===== src/design/bac_pkg.sv =====
// Shared types, mode codes and BCD time helpers for the BCD alarm clock.
package bac_pkg;

    localparam int TIME_DIGITS = 6;
    localparam int TIME_W      = 4 * TIME_DIGITS;
    localparam int TPS_W       = 16;
    localparam int MIN_W       = 8;

    localparam logic [2:0] MODE_TICK     = 3'd0;
    localparam logic [2:0] MODE_SET_TIME = 3'd1;
    localparam logic [2:0] MODE_SET_ALRM = 3'd2;
    localparam logic [2:0] MODE_ENABLE   = 3'd3;
    localparam logic [2:0] MODE_POSTPONE = 3'd4;
    localparam logic [2:0] MODE_CANCEL   = 3'd5;

    // Step size selector for the shared BCD incrementer.
    localparam logic STEP_SECOND = 1'b0;
    localparam logic STEP_MINUTE = 1'b1;

    localparam logic [TPS_W-1:0] TPS_RESET = 16'd1000;

    typedef struct packed {
        logic [2:0]        mode;
        logic [TIME_W-1:0] time_bcd;
        logic              enable_value;
        logic [MIN_W-1:0]  postpone_minutes;
    } t_in_item;

    typedef struct packed {
        logic              half_second;
        logic              alarm_ringing;
        logic              set_accepted;
        logic [TIME_W-1:0] current_time;
        logic              time_is_valid;
        logic [TIME_W-1:0] alarm_time;
        logic              alarm_is_valid;
        logic              alarm_is_enabled;
    } t_out_item;

    // True when every digit is decimal and the value is a time of day.
    function automatic logic bcd_valid(input logic [TIME_W-1:0] v);
        logic ok;
        ok = 1'b1;
        for (int i = 0; i < TIME_DIGITS; i++) begin
            if (v[4*i +: 4] > 4'd9) begin
                ok = 1'b0;
            end
        end
        if (v[23:20] > 4'd2) ok = 1'b0;
        if (v[23:20] == 4'd2 && v[19:16] > 4'd3) ok = 1'b0;
        if (v[15:12] > 4'd5) ok = 1'b0;
        if (v[7:4] > 4'd5) ok = 1'b0;
        return ok;
    endfunction

endpackage


===== src/design/bac_step_unit.sv =====
// Shared BCD incrementer: adds one second or one minute to an HHMMSS time.
module bac_step_unit
    import bac_pkg::*;
(
    input  logic [TIME_W-1:0] i_value,
    input  logic              i_unit,
    output logic [TIME_W-1:0] o_value
);

    logic [3:0] s0, s1, m0, m1, h0, h1;
    logic [3:0] q0, q1, p0, p1, g0, g1;
    logic       c_s0, c_s1, c_m0, c_m1;

    assign {h1, h0, m1, m0, s1, s0} = i_value;

    always_comb begin
        // Seconds take part only for a one-second step.
        c_s0 = (i_unit == STEP_SECOND) && (s0 == 4'd9);
        c_s1 = c_s0 && (s1 == 4'd5);
        q0   = s0;
        q1   = s1;
        if (i_unit == STEP_SECOND) begin
            q0 = c_s0 ? 4'd0 : s0 + 4'd1;
            if (c_s0) q1 = c_s1 ? 4'd0 : s1 + 4'd1;
        end

        // Minutes move on a seconds carry or directly for a minute step.
        c_m0 = ((i_unit == STEP_MINUTE) || c_s1) && (m0 == 4'd9);
        c_m1 = c_m0 && (m1 == 4'd5);
        p0   = m0;
        p1   = m1;
        if ((i_unit == STEP_MINUTE) || c_s1) begin
            p0 = c_m0 ? 4'd0 : m0 + 4'd1;
            if (c_m0) p1 = c_m1 ? 4'd0 : m1 + 4'd1;
        end

        g0 = h0;
        g1 = h1;
        if (c_m1) begin
            if (h1 == 4'd2 && h0 == 4'd3) begin
                g0 = 4'd0;
                g1 = 4'd0;
            end else if (h0 == 4'd9) begin
                g0 = 4'd0;
                g1 = h1 + 4'd1;
            end else begin
                g0 = h0 + 4'd1;
            end
        end
    end

    assign o_value = {g1, g0, p1, p0, q1, q0};

endmodule


===== src/design/bcd_alarm_clock.sv =====
// Top level of the BCD alarm clock: APB register, item sequencer and state.
//
// Usage: each input item carries a mode (tick, set time, set alarm, enable,
// postpone, cancel) plus its operands, and produces exactly one result item
// that reports the time, the alarm and the status flags after the item.
// The input channel is ready only while the sequencer is idle; one item is
// worked on at a time. A simple item passes an execute step and a result step,
// and its result is loaded into the output register from the result step. A
// tick that completes a second also passes a second step and a compare step:
// it runs the shared BCD incrementer once and then compares the alarm. A
// postpone of N minutes stays in a minute step while the same incrementer adds
// one minute per cycle to the snooze time.
// The result sits in an output register; a new item is accepted while it
// waits, but the sequencer holds in its final step until the output register
// is free, so a stalled receiver eventually stalls the input.
// ticks_per_second is written at APB address 0; the user must write it only while
// the block is idle, which the block does not enforce. Synchronous reset clears
// the time, alarm, flags and prescaler count, and sets ticks_per_second to 1000.
module bcd_alarm_clock
    import bac_pkg::*;
(
    input  logic        i_clk,
    input  logic        i_rst_n,
    input  logic        i_in_valid,
    output logic        o_in_ready,
    input  t_in_item    i_in_item,
    output logic        o_out_valid,
    input  logic        i_out_ready,
    output t_out_item   o_out_item,
    input  logic        psel,
    input  logic        penable,
    input  logic        pwrite,
    input  logic [1:0]  paddr,
    input  logic [31:0] pwdata,
    output logic [31:0] prdata,
    output logic        pready
);

    localparam logic [2:0] S_IDLE = 3'd0;
    localparam logic [2:0] S_EXEC = 3'd1;
    localparam logic [2:0] S_SEC  = 3'd2;
    localparam logic [2:0] S_CHK  = 3'd3;
    localparam logic [2:0] S_MIN  = 3'd4;
    localparam logic [2:0] S_RES  = 3'd5;

    localparam logic [1:0] ADDR_TPS = 2'd0;

    logic [2:0]        r_state, n_state;
    t_in_item          r_item, n_item;
    logic [TPS_W-1:0]  r_tps;
    logic [TPS_W-1:0]  r_cnt, n_cnt;
    logic [TIME_W-1:0] r_time, n_time;
    logic [TIME_W-1:0] r_alarm, n_alarm;
    logic [TIME_W-1:0] r_snooze, n_snooze;
    logic              r_time_set, n_time_set;
    logic              r_alarm_set, n_alarm_set;
    logic              r_alarm_en, n_alarm_en;
    logic              r_snoozing, n_snoozing;
    logic              r_ringing, n_ringing;
    logic              r_accepted, n_accepted;
    logic [MIN_W-1:0]  r_min_left, n_min_left;
    logic              r_out_valid, n_out_valid;
    t_out_item         r_out, n_out;

    logic [TPS_W-1:0]  cnt_inc;
    logic              tb_valid;
    logic [TIME_W-1:0] step_in, step_out;
    logic              step_unit;
    logic              cfg_write;

    // The single BCD incrementer serves both the second advance of the time
    // and the minute steps of the snooze time.
    assign step_in   = (r_state == S_MIN) ? r_snooze : r_time;
    assign step_unit = (r_state == S_MIN) ? STEP_MINUTE : STEP_SECOND;

    bac_step_unit u_step (
        .i_value (step_in),
        .i_unit  (step_unit),
        .o_value (step_out)
    );

    assign cfg_write = psel && penable && pwrite;
    assign pready    = 1'b1;
    assign prdata    = (paddr == ADDR_TPS) ? {16'd0, r_tps} : 32'd0;

    assign cnt_inc  = r_cnt + 16'd1;
    assign tb_valid = bcd_valid(r_item.time_bcd);

    assign o_in_ready  = (r_state == S_IDLE);
    assign o_out_valid = r_out_valid;
    assign o_out_item  = r_out;

    always_comb begin
        n_state     = r_state;
        n_item      = r_item;
        n_cnt       = r_cnt;
        n_time      = r_time;
        n_alarm     = r_alarm;
        n_snooze    = r_snooze;
        n_time_set  = r_time_set;
        n_alarm_set = r_alarm_set;
        n_alarm_en  = r_alarm_en;
        n_snoozing  = r_snoozing;
        n_ringing   = r_ringing;
        n_accepted  = r_accepted;
        n_min_left  = r_min_left;
        n_out_valid = r_out_valid;
        n_out       = r_out;

        if (r_out_valid && i_out_ready) begin
            n_out_valid = 1'b0;
        end

        unique case (r_state)
            S_IDLE: begin
                if (i_in_valid) begin
                    n_item  = i_in_item;
                    n_state = S_EXEC;
                end
            end
            S_EXEC: begin
                n_accepted = 1'b0;
                n_state    = S_RES;
                unique case (r_item.mode)
                    MODE_TICK: begin
                        if (cnt_inc >= r_tps) begin
                            n_cnt   = '0;
                            n_state = S_SEC;
                        end else begin
                            n_cnt = cnt_inc;
                        end
                    end
                    MODE_SET_TIME: begin
                        n_time_set = tb_valid;
                        n_accepted = tb_valid;
                        if (tb_valid) n_time = r_item.time_bcd;
                    end
                    MODE_SET_ALRM: begin
                        n_alarm_set = tb_valid;
                        n_alarm_en  = tb_valid;
                        n_accepted  = tb_valid;
                        if (tb_valid) n_alarm = r_item.time_bcd;
                    end
                    MODE_ENABLE: begin
                        n_alarm_en = r_item.enable_value;
                    end
                    MODE_POSTPONE: begin
                        // The alarm is copied only when a postponement starts.
                        if (!r_snoozing) begin
                            n_snooze   = r_alarm;
                            n_snoozing = 1'b1;
                            n_ringing  = 1'b0;
                        end
                        n_min_left = r_item.postpone_minutes;
                        n_state    = S_MIN;
                    end
                    MODE_CANCEL: begin
                        n_ringing = 1'b0;
                    end
                    default: begin
                    end
                endcase
            end
            S_SEC: begin
                n_time  = step_out;
                n_state = S_CHK;
            end
            S_CHK: begin
                if (r_alarm_en && !r_snoozing && r_time == r_alarm) begin
                    n_ringing = 1'b1;
                end
                if (r_alarm_en && r_snoozing && r_time == r_snooze) begin
                    n_ringing  = 1'b1;
                    n_snoozing = 1'b0;
                end
                n_state = S_RES;
            end
            S_MIN: begin
                if (r_min_left == '0) begin
                    n_state = S_RES;
                end else begin
                    n_snooze   = step_out;
                    n_min_left = r_min_left - 8'd1;
                end
            end
            S_RES: begin
                // Wait here until the output register is free.
                if (!r_out_valid || i_out_ready) begin
                    n_out.half_second      = (r_item.mode == MODE_TICK) &&
                                             (r_cnt >= (r_tps >> 1));
                    n_out.alarm_ringing    = r_ringing;
                    n_out.set_accepted     = r_accepted;
                    n_out.current_time     = r_time;
                    n_out.time_is_valid    = r_time_set;
                    n_out.alarm_time       = r_alarm;
                    n_out.alarm_is_valid   = r_alarm_set;
                    n_out.alarm_is_enabled = r_alarm_en;
                    n_out_valid            = 1'b1;
                    n_state                = S_IDLE;
                end
            end
            default: begin
                n_state = S_IDLE;
            end
        endcase
    end

    always_ff @(posedge i_clk) begin
        if (!i_rst_n) begin
            r_state     <= S_IDLE;
            r_tps       <= TPS_RESET;
            r_cnt       <= '0;
            r_time      <= '0;
            r_alarm     <= '0;
            r_snooze    <= '0;
            r_time_set  <= 1'b0;
            r_alarm_set <= 1'b0;
            r_alarm_en  <= 1'b0;
            r_snoozing  <= 1'b0;
            r_ringing   <= 1'b0;
            r_out_valid <= 1'b0;
        end else begin
            r_state     <= n_state;
            r_cnt       <= n_cnt;
            r_time      <= n_time;
            r_alarm     <= n_alarm;
            r_snooze    <= n_snooze;
            r_time_set  <= n_time_set;
            r_alarm_set <= n_alarm_set;
            r_alarm_en  <= n_alarm_en;
            r_snoozing  <= n_snoozing;
            r_ringing   <= n_ringing;
            r_out_valid <= n_out_valid;
            if (cfg_write && paddr == ADDR_TPS) begin
                r_tps <= pwdata[TPS_W-1:0];
            end
        end
    end

    always_ff @(posedge i_clk) begin
        r_item     <= n_item;
        r_accepted <= n_accepted;
        r_min_left <= n_min_left;
        r_out      <= n_out;
    end

    // The alarm starts ringing only from the compare step after a second.
    a_ring_from_chk: assert property (@(posedge i_clk) disable iff (!i_rst_n)
        $rose(r_ringing) |-> $past(r_state) == S_CHK)
        else $error("alarm started ringing outside the compare step");

    // A postponement ends only when the snooze time is matched.
    a_snooze_end: assert property (@(posedge i_clk) disable iff (!i_rst_n)
        $fell(r_snoozing) |-> $past(r_state) == S_CHK)
        else $error("snooze ended outside the compare step");

    // The time changes only by a second step or an accepted set-time item.
    a_time_change: assert property (@(posedge i_clk) disable iff (!i_rst_n)
        (r_time != $past(r_time)) |->
            ($past(r_state) == S_SEC ||
             ($past(r_state) == S_EXEC && $past(r_item.mode) == MODE_SET_TIME)))
        else $error("time changed without a second step or set-time item");

    // A result appears only from the final sequencer step.
    a_out_from_res: assert property (@(posedge i_clk) disable iff (!i_rst_n)
        $rose(r_out_valid) |-> $past(r_state) == S_RES)
        else $error("result loaded outside the final step");

endmodule


===== config.mk =====
export PLATFORM = sky130hd
export DESIGN_NAME = bcd_alarm_clock
export DESIGN_NICKNAME = d
export VERILOG_FILES = /design/src/design/bac_pkg.sv /design/src/design/bac_step_unit.sv /design/src/design/bcd_alarm_clock.sv
export SDC_FILE = /design/constraint.sdc
export NUM_CORES = 1
export LEC_CHECK = 0
export ABC_AREA = 1
export BUFFER_PORTS_ARGS = -buffer_cell sky130_fd_sc_hd__buf_2
export CORE_ASPECT_RATIO = 0.6
export CORE_MARGIN = 2
export CORE_UTILIZATION = 40
export CTS_BUF_LIST = sky130_fd_sc_hd__clkbuf_8
export CTS_CLUSTER_SIZE = 14
export DETAILED_ROUTE_END_ITERATION = 12
export GPL_ROUTABILITY_DRIVEN = 0
export PLACE_DENSITY_LB_ADDON = 0.05
export SLEW_MARGIN = 10
export SYNTH_ARGS = -nofsm -noshare
export SYNTH_HDL_FRONTEND = slang
export SYNTH_HIERARCHICAL = 1
export SYNTH_SLANG_ARGS = --single-unit

===== constraint.sdc =====
create_clock -name i_clk -period 6.4 [get_ports i_clk]
set_clock_uncertainty 0.15 [all_clocks]
set_input_delay 0 -clock i_clk [delete_from_list [all_inputs] [get_ports i_clk]]
set_output_delay 0 -clock i_clk [all_outputs]
set_load 0.005 [all_outputs]

==> flow_summary.json, run 1 <==
{
  "critPathMaxStageDelay_ns": 0.56,
  "synth_area_leader_cell": "edfxtp_1",
  "pwr-share-comb": 0.204,
  "final_core_util": 0.493,
  "pwr-share-seq": 0.462,
  "worstSetupPathType": "register to register",
  "status": "finished, final reports clean",
  "grt_max_degree": 73,
  "crit_top_cell": "nand2_1",
  "final_cell_area_um2": 13600,
  "cts_buffer_depth": 3,
  "hpwlAfterDp_um": 25000,
  "rr_worst_depth": 18,
  "insertion_delay_ns": 0.55,
  "cts_tree": "done",
  "synth_cells": 1420,
  "synthTopCellsByArea": "edfxtp_1 (26%), dfxtp_1 (20%), nand2_1 (13%)",
  "crit_cells": 18,
  "die_height_um": 134,
  "detailedPlace.worstSlack_ns": 2.47,
  "crit_start": "r_state[2]",
  "fmax_ghz": 0.248,
  "finalCritPeriodShare": 0.629,
  "p_per_area_nw_per_um2": 261,
  "areaGrowthSynthToFinish_pct": 21.0,
  "clockRootBuffer": "clkbuf_8",
  "period_minus_slack_ns": 4.02,
  "power_frac_clock": 0.334,
  "cp.buffers_inverters": 4,
  "drc": 0,
  "rsz0062_at_grt": "no",
  "die_area_um2": 29500,
  "ys_types": 48,
  "htree_levels": 2,
  "finalNetCount": 1749,
  "layout_setup_ws_ns": 2.38,
  "power.internal_mw": 2.39,
  "critPathTopFamily": "simple AND/OR/NAND/NOR gates",
  "grt_pass1_wl_um": 54000,
  "synth-seq-area-share": 0.466,
  "rr_endpoint": "r_time[10]",
  "cp_max_fo": 72,
  "placed_area_um2": 12200,
  "mostFrequentLayoutCells": "nand2_1 (378), inv_1 (163), buf_2 (132)",
  "core_region_area_um2": 27600,
  "clk_pin_slew_ns": 0.06,
  "ant_nets": 0,
  "postCtsResizedCells": 0,
  "numClockSinks": 212,
  "cts_buffers": 34,
  "num_vias": 10154,
  "maxCapViolations": 0,
  "p_sw_mw": 1.15,
  "drt-vias-per-instance": 5.03,
  "synth_area_um2": 11200,
  "wl_um": 35700,
  "port_buffers": 132,
  "holdCritPathClass": "input port to register",
  "setup-violations-final": 0,
  "diodes": 0,
  "reg2reg_slack_ns": 2.38,
  "required_ns": 6.73,
  "slowest_stage": "buf_4",
  "firstDrtPassIters": 6,
  "path_cells": "inv_2, nor2_4, buf_4, inv_2, nand2_1, nand2_1, ha_1, nand2_1, nor2_1, nand2_4, nand2_2, nand2_2, nand2_1, nor2_1, inv_1, o21ai_0, nand3_1, a21oi_1",
  "rows": 47,
  "cp_data_arrival_time_ns": 4.35,
  "synth-seq-cells": 212,
  "worst_pin_slew_ns": 1.13,
  "synth_top_area_frac": 0.265,
  "first_global_vias": 9228,
  "io_pins": 166,
  "fin_tns_setup_ns": 0,
  "p_leak_nw": 5.80,
  "grt_util_all_layers": 0.242,
  "final_common_cell": "nand2_1",
  "r2r-start": "r_state[2]",
  "wire_per_inst_um": 17.7,
  "avgSynthCellArea_um2": 7.90,
  "die_w_um": 220,
  "overflow": 0,
  "hold_violations": 0,
  "switching_share": 0.326,
  "endpoint_kind": "register",
  "antenna_found_initial": 0,
  "cp-start-kind": "register",
  "drv_slew": 0,
  "drt_iter0_drc": 919,
  "peakVddDrop_mv": 0.152,
  "start_util": 0.407,
  "slew_headroom": 0.239,
  "setup.worst_path.end": "r_time[10]",
  "drive_gt1_frac": 0.139,
  "synth-warning-count": 6
}
worst min path at each step:
stage | from | end | slack [ns] | cells after the start
after CTS | i_in_item[12] | r_item[12] | 0.003 | 2
final | i_in_item[12] | r_item[12] | 0.03 | 2
after floorplan | i_in_item[0] | r_item[0] | -0.05 | 0
after global placement | i_in_item[32] | r_item[32] | 0.03 | 1
after detailed placement | i_in_item[10] | r_item[10] | 0.03 | 1
after global routing | i_in_item[12] | r_item[12] | 0.009 | 2
power groups by stage:
| stage | sequential [mW] | clock, mW | combinational, mW |
|---|---|---|---|
| final | 1.64 | 1.18 | 0.720 |
| after global placement | 1.66 | 0 | 0.671 |
| after global routing | 1.65 | 1.27 | 0.799 |
| after detailed placement | 1.66 | 0 | 0.674 |
| after CTS | 1.64 | 1.22 | 0.713 |
| after floorplan | 1.64 | 0 | 0.476 |
repair_timing:
item / CTS / global route
hold buffers: 77 / 0
setup endpoints to repair: 0 / 0
buffers inserted: 0 / 0
endpoints found under the hold margin: 102 / 0
cells in the mapped netlist (all sizes together):
master	number
xnor2	15
conb	2
nor2	118
a21boi	1
a22o	1
a21oi	118
edfxtp	99
buf	33
inv	159
o211ai	7
o21ai	134
ha	46
clkinv	2
and2	1
o21a	2
nand3	65
nand3b	2
o31ai	2
nor4	2
nor3	13
nor3b	1
dfxtp	113
nand2	382
clkbuf	33
xor2	25
nand4	27
o22ai	5
or2	6
a211oi	2
a31oi	4
routing by layer:
| metal | up-vias | part of all wire | wire [um] | track usage |
|---|---|---|---|---|
| li1 | 5066 | - | - | - |
| met5 | - | 0 | 0 | 0 |
| met4 | 0 | 0.012 | 425 | 0.0485 |
| met2 | 363 | 0.37 | 13100 | 0.311 |
| met3 | 37 | 0.082 | 2930 | 0.0498 |
| met1 | 4688 | 0.54 | 19300 | 0.402 |
kinds of logic after synthesis:
family,Yosys count,synth area share
flops,212,0.466
xor+xnor,40,0.0312
fa+ha+maj,46,0.0513
buf+inv,227,0.0863
compound gates,276,0.133
other cells,2,0.000669
simple gates,617,0.231
cell type report:
cell class,count,area (um2)
inverter,161,611
sequential,212,5240
tap,367,459
multi-input combinational,996,5100
timing repair buffer,221,1520
clock inverter,26,165
fill,2709,14000
clock buffer,36,495
metrics by stage:
step	std cells	hold WS [ns]	power, mW
floorplan	1435	-0.0511	2.12
global placement	1880	0.0270	2.33
detailed placement	1880	0.0281	2.34
CTS	2019	0.00315	3.57
global route	2019	0.00877	3.72
finish	2019	0.0278	3.54
flip-flops by register name, summed over array words and instances (netlist names), 3 cells and up:
name / flops
r_item: 36
r_time: 24
r_tps: 16
r_snooze: 24
o_out_item: 54
r_alarm: 24
r_min_left: 8
r_state: 3
r_cnt: 16
worst reg2reg max path: stages, from the launching register on:
cell and delay, ns:
dfxtp_1 0.45, inv_2 0.12, nor2_4 0.11, buf_4 0.56
inv_2 0.54, nand2_1 0.17, nand2_1 0.21, ha_1 0.27
nand2_1 0.05, nor2_1 0.09, nand2_4 0.14, nand2_2 0.20
nand2_2 0.22, nand2_1 0.07, nor2_1 0.09, inv_1 0.08
o21ai_0 0.20, nand3_1 0.10, a21oi_1 0.14
(Power assumes the default switching activity.)
==> inputs of run 2 (changes only) <==
==> constraint.sdc (replaced) <==
create_clock -name i_clk -period 3.5 [get_ports i_clk]
set_clock_uncertainty 0.15 [all_clocks]
set_input_delay 0 -clock i_clk [delete_from_list [all_inputs] [get_ports i_clk]]
set_output_delay 0 -clock i_clk [all_outputs]
set_load 0.005 [all_outputs]
==> flow_summary.json, run 2 (same netlist as run 1, synthesis figures left out) <==
{
  "cts_buffers": 34,
  "setup-violations-final": 0,
  "ant_nets": 0,
  "detailedPlace.worstSlack_ns": 0.366,
  "htree_levels": 2,
  "fin_tns_setup_ns": 0,
  "final_cell_area_um2": 14100,
  "seqCellArea_um2": 5240,
  "die_height_um": 134,
  "drt_iter0_drc": 846,
  "largest_reg_flops": 54,
  "status": "finished, final reports clean",
  "pwr-share-comb": 0.208,
  "die_w_um": 220,
  "finalNetCount": 1795,
  "endpoint_kind": "register",
  "final_common_cell": "nand2_1",
  "cp_data_arrival_time_ns": 3.50,
  "multi_input_area_um2": 5100,
  "placed_area_um2": 12400,
  "num_vias": 10422,
  "p_sw_mw": 2.13,
  "post-place-cells": 1910,
  "numClockSinks": 212,
  "layout_setup_ws_ns": 0.286,
  "insertion_delay_ns": 0.55,
  "drc": 0,
  "period_minus_slack_ns": 3.21,
  "antenna_found_initial": 0,
  "mostFrequentLayoutCells": "nand2_1 (378), inv_1 (160), buf_2 (132)",
  "final_cells": 2064,
  "drv_slew": 0,
  "fill_cells": 2707,
  "cp_max_fo": 27,
  "start_util": 0.407,
  "grt_pass1_wl_um": 55200,
  "grt_max_degree": 58,
  "power.internal_mw": 4.58,
  "cts_buffer_depth": 3,
  "wire_per_inst_um": 17.6,
  "hold_violations": 0,
  "core_region_area_um2": 27600,
  "slew_headroom": 0.400,
  "power_frac_clock": 0.346,
  "firstDrtPassIters": 5,
  "maxCapViolations": 0,
  "diodes": 0,
  "first_global_vias": 9485,
  "p_leak_nw": 6.07,
  "postCtsResizedCells": 0,
  "fmax_ghz": 0.311,
  "required_ns": 3.79,
  "overflow": 0,
  "cts_setup_buffers": 0,
  "cts_tree": "done",
  "worstSetupPathType": "register to register",
  "clockRootBuffer": "clkbuf_8",
  "drt-vias-per-instance": 5.05,
  "rsz0062_at_grt": "no",
  "wl_um": 36400,
  "drive_gt1_frac": 0.154,
  "cp-start-kind": "register",
  "die_area_um2": 29500,
  "switching_share": 0.317,
  "holdCritPathClass": "input port to register",
  "io_pins": 166,
  "rows": 47,
  "grt_util_all_layers": 0.249,
  "worst_pin_slew_ns": 0.897,
  "areaGrowthSynthToFinish_pct": 25.2,
  "hpwlAfterDp_um": 26300,
  "port_buffers": 132,
  "finalCritPeriodShare": 0.918,
  "clk_pin_slew_ns": 0.07,
  "p_per_area_nw_per_um2": 477,
  "peakVddDrop_mv": 0.270,
  "pwr-share-seq": 0.446
}
## run 2: cell types whose count changed in the layout (fill, tap and decap cells not counted), sizes merged
cell,change
buf,+30
bufinv,+1
clkbuf,+4
clkinv,-2
clkinvlp,+1
dlygate4sd3,+16
inv,-5
## run 2: timing repair
item | 4_1_cts | 5_1_grt
endpoints found under the setup margin | 0 | 0
hold endpoints to repair | 70 | 0
hold buffers | 93 | 0
## run 2: worst paths after layout
| check | from | endpoint | slack [ns] | depth (start not counted) |
|---|---|---|---|---|
| min reg2reg | r_accepted | o_out_item[51] | 0.27 | 0 |
| max | r_state[2] | r_snooze[19] | 0.29 | 17 |
| min | i_in_item[26] | r_item[26] | 0.02 | 2 |
| max reg2reg | r_state[2] | r_snooze[19] | 0.29 | 17 |
## run 2: stage by stage
stage          total power [mW]   util  hold WS (ns)
5_1_grt                    7.04  0.510        0.0177
3_5_place_dp               4.33  0.450        0.0286
2_1_floorplan              3.87      -       -0.0511
6_report                   6.70  0.510        0.0215
3_3_place_gp               4.32  0.450        0.0271
4_1_cts                    6.74  0.510      0.000355
## run 2: routing by layer
metal  GRT usage  vias up  share of wire
met5           0        -              0
met1       0.409     4842           0.53
met2       0.313      378           0.36
met3      0.0607       53          0.086
li1            -     5149              -
met4      0.0645        0          0.020
## run 2: worst max-delay path, stage by stage (launching register included)
cell and delay (ns):
dfxtp_1 0.44, inv_2 0.13, nor2_4 0.19, buf_12 0.20
nand2_1 0.06, o21ai_0 0.15, ha_1 0.21, nand2_1 0.13
nor2_8 0.16, nand2_4 0.08, nand2_2 0.25, nand3_2 0.22
nand2_1 0.10, nand2_1 0.12, nand2_1 0.09, o21ai_0 0.09
o21ai_0 0.27, a21oi_2 0.04
## run 2: cell type report
type	count	area share
flip-flops and latches	212	0.372
multi-input cells	996	0.363
repair buffers	267	0.137
inverters	161	0.0434
clock buffers	40	0.0392
well taps	367	0.0327
clock inverters	21	0.0117
## run 2: power groups by stage
| stage | registers, mW | logic [mW] | clock network [mW] |
|---|---|---|---|
| 2_1_floorplan | 3.00 | 0.871 | 0 |
| 3_3_place_gp | 3.04 | 1.29 | 0 |
| 3_5_place_dp | 3.04 | 1.30 | 0 |
| 4_1_cts | 2.99 | 1.38 | 2.37 |
| 5_1_grt | 3.01 | 1.55 | 2.48 |
| 6_report | 2.99 | 1.39 | 2.32 |
